**src/design/incremental_pi_speed_controller_defines.svh**
```systemverilog
// Assertion macros shared by the speed controller modules.
`ifndef INCREMENTAL_PI_SPEED_CONTROLLER_DEFINES_SVH
`define INCREMENTAL_PI_SPEED_CONTROLLER_DEFINES_SVH

// Same-cycle implication, disabled during reset.
`define IPSC_ASSERT_IMPLY(label, clk, rstn, ante, cons) \
    label: assert property (@(posedge clk) disable iff (!rstn) (ante) |-> (cons)) \
        else $error("ipsc: same-cycle check failed");

// Check that must hold in the cycle after reset is applied.
`define IPSC_ASSERT_AFTER_RESET(label, clk, rstn, cons) \
    label: assert property (@(posedge clk) (!rstn) |=> (cons)) \
        else $error("ipsc: post-reset check failed");

`endif

```
**src/design/ipsc_pkg.sv**
```systemverilog
// Types and constants for the incremental PI speed controller.
package ipsc_pkg;

    localparam int SPEED_W    = 16;
    localparam int ERR_W      = 17;
    localparam int DELTA_W    = 18;
    localparam int GAIN_W     = 24;
    localparam int LIMIT_W    = 13;
    localparam int FRAC_BITS  = 20;
    localparam int PROD_W     = 42;
    localparam int ACC_W      = 35;
    localparam int SUM_W      = 43;
    localparam int DUTY_W     = 14;
    localparam int CFG_IDX_W  = 2;
    localparam int CFG_DATA_W = 24;

    localparam logic [LIMIT_W-1:0] LIMIT_RESET = 13'd7200;

    typedef enum logic [CFG_IDX_W-1:0] {
        REG_PROPORTIONAL_GAIN = 2'd0,
        REG_INTEGRAL_GAIN     = 2'd1,
        REG_DUTY_LIMIT        = 2'd2
    } reg_idx_t;

    typedef struct packed {
        logic [GAIN_W-1:0]  kp;
        logic [GAIN_W-1:0]  ki;
        logic [LIMIT_W-1:0] limit;
    } cfg_t;

    typedef struct packed {
        logic                     valid;
        logic signed [PROD_W-1:0] p_term;
        logic signed [PROD_W-1:0] i_term;
    } prod_t;

endpackage

```
**src/design/ipsc_cfg.sv**
```systemverilog
// Configuration register file: gains and duty limit.
module ipsc_cfg (
    input  logic                                 aclk,
    input  logic                                 aresetn,
    input  logic                                 cfg_valid,
    output logic                                 cfg_ready,
    input  logic [ipsc_pkg::CFG_IDX_W-1:0]       cfg_index,
    input  logic [ipsc_pkg::CFG_DATA_W-1:0]      cfg_data,
    output ipsc_pkg::cfg_t                       cfg
);
    import ipsc_pkg::*;

    cfg_t     cfg_reg;
    cfg_t     cfg_next;
    reg_idx_t idx;

    assign cfg_ready = 1'b1;
    assign idx       = reg_idx_t'(cfg_index);
    assign cfg       = cfg_reg;

    always_comb begin
        cfg_next = cfg_reg;
        if (cfg_valid) begin
            unique case (idx)
                REG_PROPORTIONAL_GAIN: cfg_next.kp = cfg_data[GAIN_W-1:0];
                REG_INTEGRAL_GAIN:     cfg_next.ki = cfg_data[GAIN_W-1:0];
                REG_DUTY_LIMIT:        cfg_next.limit = cfg_data[LIMIT_W-1:0];
                default:               cfg_next = cfg_reg;
            endcase
        end
    end

    always_ff @(posedge aclk) begin
        if (!aresetn) begin
            cfg_reg.kp    <= '0;
            cfg_reg.ki    <= '0;
            cfg_reg.limit <= LIMIT_RESET;
        end else begin
            cfg_reg <= cfg_next;
        end
    end

endmodule

```
**src/design/ipsc_front.sv**
```systemverilog
// Input register, error and delta, and the two gain products.
`include "incremental_pi_speed_controller_defines.svh"

module ipsc_front (
    input  logic                                 aclk,
    input  logic                                 aresetn,
    input  logic                                 s_valid,
    output logic                                 s_ready,
    input  logic signed [ipsc_pkg::SPEED_W-1:0]  s_measured_speed,
    input  logic signed [ipsc_pkg::SPEED_W-1:0]  s_target_speed,
    input  ipsc_pkg::cfg_t                       cfg,
    input  logic                                 back_ready,
    output ipsc_pkg::prod_t                      prod
);
    import ipsc_pkg::*;

    logic                      in_valid_reg;
    logic                      in_valid_next;
    logic signed [SPEED_W-1:0] measured_reg;
    logic signed [SPEED_W-1:0] target_reg;
    logic signed [ERR_W-1:0]   prev_err_reg;
    logic                      prod_valid_reg;
    logic                      prod_valid_next;
    logic signed [PROD_W-1:0]  p_term_reg;
    logic signed [PROD_W-1:0]  i_term_reg;

    logic                      prod_free;
    logic                      in_free;
    logic                      in_adv;
    logic signed [ERR_W-1:0]   err;
    logic signed [DELTA_W-1:0] delta;
    logic signed [GAIN_W:0]    kp_s;
    logic signed [GAIN_W:0]    ki_s;
    logic signed [PROD_W-1:0]  p_full;
    logic signed [PROD_W-1:0]  i_full;

    assign prod_free = !prod_valid_reg || back_ready;
    assign in_free   = !in_valid_reg || prod_free;
    assign in_adv    = in_valid_reg && prod_free;
    assign s_ready   = in_free;

    assign err   = $signed({target_reg[SPEED_W-1], target_reg})
                 - $signed({measured_reg[SPEED_W-1], measured_reg});
    assign delta = $signed({err[ERR_W-1], err})
                 - $signed({prev_err_reg[ERR_W-1], prev_err_reg});

    assign kp_s   = $signed({1'b0, cfg.kp});
    assign ki_s   = $signed({1'b0, cfg.ki});
    assign p_full = kp_s * delta;
    assign i_full = ki_s * err;

    assign in_valid_next   = in_free ? s_valid : in_valid_reg;
    assign prod_valid_next = prod_free ? in_valid_reg : prod_valid_reg;

    assign prod.valid  = prod_valid_reg;
    assign prod.p_term = p_term_reg;
    assign prod.i_term = i_term_reg;

    always_ff @(posedge aclk) begin
        if (!aresetn) begin
            in_valid_reg   <= 1'b0;
            prod_valid_reg <= 1'b0;
            prev_err_reg   <= '0;
        end else begin
            in_valid_reg   <= in_valid_next;
            prod_valid_reg <= prod_valid_next;
            if (in_adv) begin
                prev_err_reg <= err;
            end
        end
    end

    always_ff @(posedge aclk) begin
        if (s_valid && in_free) begin
            measured_reg <= s_measured_speed;
            target_reg   <= s_target_speed;
        end
        if (in_adv) begin
            p_term_reg <= p_full;
            i_term_reg <= i_full;
        end
    end

    `IPSC_ASSERT_AFTER_RESET(a_front_empty_after_reset, aclk, aresetn, !in_valid_reg && !prod_valid_reg)
    `IPSC_ASSERT_IMPLY(a_ready_when_empty, aclk, aresetn, !in_valid_reg, s_ready)
    `IPSC_ASSERT_IMPLY(a_zero_kp_zero_term, aclk, aresetn, prod_valid_reg && (cfg.kp == '0), p_term_reg == '0)

endmodule

```
**src/design/ipsc_back.sv**
```systemverilog
// Accumulator with saturation and the registered duty output.
`include "incremental_pi_speed_controller_defines.svh"

module ipsc_back (
    input  logic                                 aclk,
    input  logic                                 aresetn,
    input  ipsc_pkg::cfg_t                       cfg,
    input  ipsc_pkg::prod_t                      prod,
    output logic                                 back_ready,
    output logic                                 m_valid,
    input  logic                                 m_ready,
    output logic signed [ipsc_pkg::DUTY_W-1:0]   m_duty
);
    import ipsc_pkg::*;

    logic signed [ACC_W-1:0]  acc_reg;
    logic signed [ACC_W-1:0]  acc_next;
    logic                     out_valid_reg;
    logic                     out_valid_next;
    logic signed [DUTY_W-1:0] duty_reg;
    logic signed [DUTY_W-1:0] duty_next;

    logic                     take;
    logic signed [SUM_W-1:0]  sum;
    logic signed [SUM_W-1:0]  lim_pos;
    logic signed [SUM_W-1:0]  lim_neg;
    logic signed [DUTY_W-1:0] lim_duty;
    logic signed [DUTY_W-1:0] floor_duty;
    logic                     round_up;
    logic                     over;
    logic                     under;

    assign back_ready = !out_valid_reg || m_ready;
    assign take       = prod.valid && back_ready;

    assign sum = $signed({{(SUM_W-ACC_W){acc_reg[ACC_W-1]}}, acc_reg})
               + $signed({{(SUM_W-PROD_W){prod.p_term[PROD_W-1]}}, prod.p_term})
               + $signed({{(SUM_W-PROD_W){prod.i_term[PROD_W-1]}}, prod.i_term});

    assign lim_pos  = $signed({{(SUM_W-LIMIT_W-FRAC_BITS){1'b0}}, cfg.limit,
                               {FRAC_BITS{1'b0}}});
    assign lim_neg  = -lim_pos;
    assign lim_duty = $signed({1'b0, cfg.limit});
    assign over     = sum > lim_pos;
    assign under    = sum < lim_neg;

    assign floor_duty = $signed(sum[FRAC_BITS+DUTY_W-1:FRAC_BITS]);
    assign round_up   = sum[SUM_W-1] && (|sum[FRAC_BITS-1:0]);

    always_comb begin
        priority if (over) begin
            acc_next  = lim_pos[ACC_W-1:0];
            duty_next = lim_duty;
        end else if (under) begin
            acc_next  = lim_neg[ACC_W-1:0];
            duty_next = -lim_duty;
        end else begin
            acc_next  = sum[ACC_W-1:0];
            duty_next = floor_duty + $signed({{(DUTY_W-1){1'b0}}, round_up});
        end
    end

    assign out_valid_next = back_ready ? prod.valid : out_valid_reg;

    assign m_valid = out_valid_reg;
    assign m_duty  = duty_reg;

    always_ff @(posedge aclk) begin
        if (!aresetn) begin
            out_valid_reg <= 1'b0;
            acc_reg       <= '0;
        end else begin
            out_valid_reg <= out_valid_next;
            if (take) begin
                acc_reg <= acc_next;
            end
        end
    end

    always_ff @(posedge aclk) begin
        if (take) begin
            duty_reg <= duty_next;
        end
    end

    `IPSC_ASSERT_IMPLY(a_duty_within_limit, aclk, aresetn, out_valid_reg, (duty_reg <= lim_duty) && (duty_reg >= -lim_duty))
    `IPSC_ASSERT_IMPLY(a_duty_sign_matches_acc, aclk, aresetn, out_valid_reg, (duty_reg == '0) || (duty_reg[DUTY_W-1] == acc_reg[ACC_W-1]))
    `IPSC_ASSERT_IMPLY(a_zero_limit_holds_acc, aclk, aresetn, out_valid_reg && (cfg.limit == '0), acc_reg == '0)

endmodule

```
**src/design/incremental_pi_speed_controller.sv**
```systemverilog
// Top level of the incremental PI motor speed controller.
//
//  channel | direction | handshake         | payload
//  --------+-----------+-------------------+--------------------------------------
//  s_      | in        | s_valid/s_ready   | s_measured_speed, s_target_speed (Q4.12)
//  m_      | out       | m_valid/m_ready   | m_duty (signed, -8191..8191)
//  cfg_    | in        | cfg_valid/ready   | cfg_index, cfg_data
//
// One item per cycle while m_ready is high; an accepted input goes through the
// input, product and output registers to m_valid. The accumulator add and clamp
// form the feedback loop; the two gain multipliers sit in the stage before it.
// Reset is synchronous, active low; it clears the error and accumulator state and
// loads the gains with zero and the duty limit with 7200.
// A stall on m_ready backs up through the output, product and input registers.
module incremental_pi_speed_controller (
    input  logic                                 aclk,
    input  logic                                 aresetn,
    input  logic                                 s_valid,
    output logic                                 s_ready,
    input  logic signed [ipsc_pkg::SPEED_W-1:0]  s_measured_speed,
    input  logic signed [ipsc_pkg::SPEED_W-1:0]  s_target_speed,
    output logic                                 m_valid,
    input  logic                                 m_ready,
    output logic signed [ipsc_pkg::DUTY_W-1:0]   m_duty,
    input  logic                                 cfg_valid,
    output logic                                 cfg_ready,
    input  logic [ipsc_pkg::CFG_IDX_W-1:0]       cfg_index,
    input  logic [ipsc_pkg::CFG_DATA_W-1:0]      cfg_data
);
    import ipsc_pkg::*;

    cfg_t  cfg;
    prod_t prod;
    logic  back_ready;

    ipsc_cfg u_cfg (
        .aclk      (aclk),
        .aresetn   (aresetn),
        .cfg_valid (cfg_valid),
        .cfg_ready (cfg_ready),
        .cfg_index (cfg_index),
        .cfg_data  (cfg_data),
        .cfg       (cfg)
    );

    ipsc_front u_front (
        .aclk             (aclk),
        .aresetn          (aresetn),
        .s_valid          (s_valid),
        .s_ready          (s_ready),
        .s_measured_speed (s_measured_speed),
        .s_target_speed   (s_target_speed),
        .cfg              (cfg),
        .back_ready       (back_ready),
        .prod             (prod)
    );

    ipsc_back u_back (
        .aclk       (aclk),
        .aresetn    (aresetn),
        .cfg        (cfg),
        .prod       (prod),
        .back_ready (back_ready),
        .m_valid    (m_valid),
        .m_ready    (m_ready),
        .m_duty     (m_duty)
    );

endmodule

```
**config.mk**
```make
export PLATFORM = sky130hd
export DESIGN_NAME = incremental_pi_speed_controller
export DESIGN_NICKNAME = d
export VERILOG_FILES = /design/src/design/ipsc_pkg.sv /design/src/design/ipsc_cfg.sv /design/src/design/ipsc_front.sv /design/src/design/ipsc_back.sv /design/src/design/incremental_pi_speed_controller.sv
export VERILOG_INCLUDE_DIRS = /design/src /design/src/design
export SDC_FILE = /design/constraint.sdc
export NUM_CORES = 2
export LEC_CHECK = 0
export ABC_AREA = 1
export BUFFER_PORTS_ARGS = -buffer_cell sky130_fd_sc_hd__buf_2
export CELL_PAD_IN_SITES_DETAIL_PLACEMENT = 1
export CELL_PAD_IN_SITES_GLOBAL_PLACEMENT = 1
export CORE_ASPECT_RATIO = 0.9
export CORE_MARGIN = 10
export CORE_UTILIZATION = 40
export CTS_BUF_LIST = sky130_fd_sc_hd__clkbuf_16
export DETAILED_ROUTE_END_ITERATION = 12
export PLACE_DENSITY = 0.71
export SLEW_MARGIN = 20
export SYNTH_ARGS = -nofsm -noshare
export SYNTH_HDL_FRONTEND = slang
export SYNTH_SLANG_ARGS = --single-unit
```
**constraint.sdc**
```tcl
create_clock -name aclk -period 10.8 [get_ports aclk]
set_input_delay 1.08 -clock aclk [delete_from_list [all_inputs] [get_ports aclk]]
set_output_delay 1.08 -clock aclk [all_outputs]
set_load 0.03 [all_outputs]
```
; ---- Word-level counts from Yosys, hierarchy flattened
; Cells that the tools add are included.
[classes]
addsub = 7
mul = 2
div_mod_pow = 0
n_lt_le_gt_ge = 2
n_eq_ne = 2
shifts = 0
mux = 4
n_bitwise = 0
n_reduce_logical = 15
[ops]
columns = cell, n
row1 = two-way mux 35 bit, 2
row2 = adder 35 x 42 -> 43 bit, 1
row3 = adder 43 x 42 -> 43 bit, 1
row4 = > comparator 43 x 34 -> 1 bit, 1
row5 = < comparator 43 bit, 1
row6 = negator 33 -> 43 bit, 1
row7 = multiplier 25 x 17 -> 42 bit, 1
row8 = multiplier 25 x 18 -> 42 bit, 1
row9 = OR reduction 20 bit, 1
row10 = subtractor 17 x 17 -> 18 bit, 1
row11 = subtractor 16 x 16 -> 17 bit, 1
row12 = adder 14 x 2 -> 14 bit, 1
row13 = two-way mux 14 bit, 1
row14 = negator 13 -> 14 bit, 1
row15 = two-way mux 13 bit, 1
row16 = AND reduction 2 bit, 3
row17 = logical AND 1 bit, 4
row18 = zero test 1 bit, 3
row19 = logical OR 1 bit, 3
row20 = "== test 2 x 1 -> 1 bit, second input constant", 1
row21 = "== test 2 bit, second input constant", 1
row22 = zero test 2 bit, 1
[word_totals]
reg_bits = 246
latch_bits = 0
ram_bits = 0
mem_bits_ro = 0
n_memories = 0

; ---- Logic depth before layout (Yosys ltp)
[logic_depth]
word_depth = 7
depth_mapped = 50
depth_no_buf = 48

; ---- Hierarchy
; From an unflattened synthesis, not the netlist that was laid out.
[unflattened]
cells_unflattened = 6008
hier_area_um2 = 45461.1
[by_module_without_submodules]
columns = mod, n_inst, cells_each, area_per_inst_um2
row1 = ipsc_front, 1, 4242, 34546.9
row2 = ipsc_back, 1, 1374, 8329.2
row3 = ipsc_cfg, 1, 392, 2585.0

; ---- Least setup slack after synthesis
; No wires, ideal clock.
[synth_path]
path_kind = flip-flop to flip-flop
from = register u_front.target_reg[0]
to = register u_front.p_term_reg[38] (data pin)
t_arrival_ps = 8475
required_ps = 10535
setup_slack_ps = 2060
stages_incl_launch_ff = 47
path_buffers = 2
synth_period_minus_slack_ps = 8740
path_cell_list = edfxtp_1 inv_1 ha_1 inv_1 fa_1 nand3_1 nand2_1 a21oi_1 or2_1 nand2_1 a21oi_1 or2_2 nand2_1 clkbuf_1 ha_1 inv_1 nor4_1 nand3_1 (+11 left out) fa_1 fa_1 inv_1 fa_1 fa_1 inv_1 fa_1 inv_1 ha_1 a21oi_1 inv_1 a31oi_1 o311ai_0 a21oi_1 o21bai_1 a21boi_0 o21ai_0 xor2_1
[synth_between]
elab_chain_cells = 3
[synth_lines]
columns = item, line_no
row1 = from (decl), ipsc_front.sv:20  ; logic signed [SPEED_W-1:0] target_reg;
row2 = from (signal assigned), ipsc_front.sv:76  ; target_reg <= s_target_speed;
row3 = subtractor 16 x 16 -> 17 bit, ipsc_front.sv:43  ; - $signed({measured_reg[SPEED_W-1], measured_reg});
row4 = net u_front.err[10], ipsc_front.sv:30  ; logic signed [ERR_W-1:0] err;
row5 = subtractor 17 x 17 -> 18 bit, ipsc_front.sv:45  ; - $signed({prev_err_reg[ERR_W-1], prev_err_reg});
row6 = multiplier 25 x 18 -> 42 bit, ipsc_front.sv:49  ; assign p_full = kp_s * delta;
row7 = net u_front.p_full[38], ipsc_front.sv:34  ; logic signed [PROD_W-1:0] p_full;
row8 = to (signal assigned), ipsc_front.sv:79  ; p_term_reg <= p_full;
row9 = to (decl), ipsc_front.sv:24  ; logic signed [PROD_W-1:0] p_term_reg;
; The timed path passes the listed nets, and every way through them passes these cells.
; A chain may end at the register's enable or synchronous reset.

; ---- Worst setup path after layout
[layout_path]
from = register u_front.target_reg[5]
to = register u_front.p_term_reg[38] (data pin)
[layout_between]
elab_chain_cells = 3
[layout_lines]
columns = item, line_no
row1 = subtractor 16 x 16 -> 17 bit, ipsc_front.sv:43
row2 = subtractor 17 x 17 -> 18 bit, ipsc_front.sv:45
row3 = multiplier 25 x 18 -> 42 bit, ipsc_front.sv:49
row4 = net u_front.p_full[38], ipsc_front.sv:34
; The timed path passes the listed nets, and every way through them passes these cells.

==> results.cfg <==
[yosys]
synth_largest_type_area_fraction_pct = 34.28
synth_top_area_cell = fa_1
yosysMostFrequentCell = nand2_1
top_area_cells_in_the_synthesized_netlist = fa_1, ha_1, nand2_1
synth_sequential_area_ratio_pct = 14.68
avgSynthCellArea_sq_um = 8.050
ys.flop_type = edfxtp_1
synth.net_count = 6451
synth-async-reset-ratio_pct = 0
ys_types = 56
synthesis.area_sq_mm = 0.04240
ys_top_cells_by_count = nand2_1, inv_1, fa_1
synthesis.instances = 5267
synth.yosys.warnings = 0
synth_seq_cells = 246
synth-edff-count = 130

[setup_path]
critical_path_peak_fanout = 8
critical_path.reg2reg.startpoint = u_front.target_reg[5]
critPathArrivalTime_ns = 10.52
reg2reg_depth = 40
setup.reg_to_reg.worst_slack_ns = 0.68
timing.critical_path.from_type = flip-flop
timing.critical_path.mode_cell = inv_1
worst-setup-path-type = flip-flop to flip-flop
cp_data_required_time_ns = 11.19
critPathSlowestCell = fa_1
worst_flop_to_flop_path_endpoint = u_front.p_term_reg[38]
timing.critical_path.slowest_cell_delay_ns = 0.60
setup.worst_path.end_class = flip-flop

[worst_hold_path]
timing.hold.worst_endpoint = u_back.acc_reg[14]
holdPathStages = 2
hold_path.class = flip-flop to flip-flop
timing.hold.worst.start = u_back.acc_reg[14]

[layout]
diodes = 0
final_core_utilization_pct = 43.06
multi_input_comb_area_sq_mm = 0.03123
largest_reg_flops = 61
drive_gt1_share_pct = 4.703
nNetsFinal = 6454
fillerInstances = 12800
seqCellArea_sq_mm = 0.006226
signed_area_change_from_the_synthesized_netlist_to_the_final_layout_pct = 6.979
finalInstanceArea_sq_mm = 0.04536

[sta]
worst_hold_slack_ns = 0.4802
grt_setup_unrepaired = no
final_setup_viols = 0
worst-slew-pin-transition_ns = 1.075
max_freq_ghz = 0.09877
report.final.hold_viol_count = 0
relative_slew_margins_pct = 28.22
totalNegativeSetupSlack_ns = 0
final.min_clock_period_ns = 10.12
slew_violations = 0
post-route-period-util_pct = 93.75
worst_clock_skew_ns = 0.03023

[route]
met3RoutedLength_microns = 10770
post_drt_via_cell_ratio = 5.305
route.detailed.drc = 0
wl_met1_microns = 69280
postRouteAntennaNets = 0
count_of_tritonroute_iterations_in_the_first_routing_pass = 5
highest-signal-layer = met5
met2_wirelength_microns = 68980
initialDrtViolationCount = 2409
routed-via-count = 35410
routed_wire_length_microns = 152500
drt-wirelength-per-cell_microns = 22.85

[floorplan]
ios = 80
fp.dieArea_sq_mm = 0.1194
die-height_microns = 328.9
floorplan_die_width_microns = 363.2
rows = 113
initial_utilization_pct = 40.25
coreArea_sq_mm = 0.1053

[placed_design]
dpl-instance-area_sq_mm = 0.04426
place.port_buffers = 78
routabilityCongestion = 0.9429
hpwl_microns = 127000

[job]
drv.max_cap_violation_count = 0

[global_route]
number_of_global_route_vias_before_repair = 38490
grt_pass1_wl_microns = 233500
grt-ovfl-total = 0
antenna_found_initial = 7
pin_count_of_the_biggest_net_entering_global_routing = 57
grt_usage_pct = 25.50

[outcome]
outcome = complete, no violations

[clocking]
cts.repair.resized = 0
cts_hold_buf = 0
post-cts-setup-buffers = 0
insertion_delay_ns = 0.64
clock_tree_from_tritoncts = built
htreeDepth = 1
path_clk_slew_ns = 0.07
tritoncts_num_sinks = 246
cts_inserted_buffers = 31
cts-root-to-sink-buffers = 3
clk_root_buffer_cell = clkbuf_16
==> kinds of logic after synthesis <==
logic type      after synthesis  synth area share [%]
simple gates               1948                 18.48
buf+inv                    1309                 11.71
xor+xnor                    110                 2.343
other cells                   1              0.008844
flops                       246                 14.68
fa+ha+maj                  1121                 45.93
compound gates              532                 6.837
==> how the worst max path moves through the flow <==
stage / to / start / cells past startpoint
finish: u_front.p_term_reg[38] / u_front.target_reg[5] / 40
global placement: u_front.p_term_reg[38] / u_front.target_reg[2] / 39
global route: u_front.p_term_reg[38] / u_front.target_reg[5] / 37
CTS: u_front.p_term_reg[38] / u_front.target_reg[2] / 39
detailed placement: u_front.p_term_reg[38] / u_front.target_reg[2] / 39
floorplan: u_front.p_term_reg[38] / u_front.target_reg[0] / 46
==> through the flow <==
step,instances,setup WS (ns)
finish,6675,0.6754
global route,6675,0.03586
CTS,6675,0.7031
detailed placement,6617,0.7629
global placement,6617,1.066
floorplan,5267,2.060
==> cells in the final DEF, fill, tap and decap left out, drive strengths merged, types with 126 or more instances in the layout <==
cell type	n
nand2	1202
inv	1146
fa	726
nor2	506
ha	395
a21oi	272
o21ai	171
nand3	141
edfxtp	130
buf	126
==> worst max-delay path, delay by kind of cell (launching register included) <==
kind	cells	cell delay (ns)
AO/OA/AOI/OAI	9	1.93
adder cells (fa/ha/maj)	9	4.16
XOR/XNOR	1	0.16
flip-flops	1	0.37
buffers and inverters	7	0.76
AND/OR/NAND/NOR	14	2.47
==> metal layers <==
layer | GRT usage, % | vias up
met4 | 5.117 | 2
met3 | 4.542 | 173
met1 | 35.61 | 18170
met2 | 41.31 | 1081
li1 | - | 15990
met5 | 0 | -
==> final cells by class <==
| type | instances | area share [%] |
|---|---|---|
| multi-input combinational | 3712 | 68.84 |
| sequential | 246 | 13.73 |
| inverter | 1153 | 9.561 |
| tap | 1380 | 3.807 |
| clock buffer | 31 | 1.710 |
| timing repair buffer | 126 | 1.655 |
| clock inverter | 27 | 0.6979 |
Power is left out: the tool's default activity adds up to more than one toggle a clock period on the data nets, which glitch-free logic cannot reach.
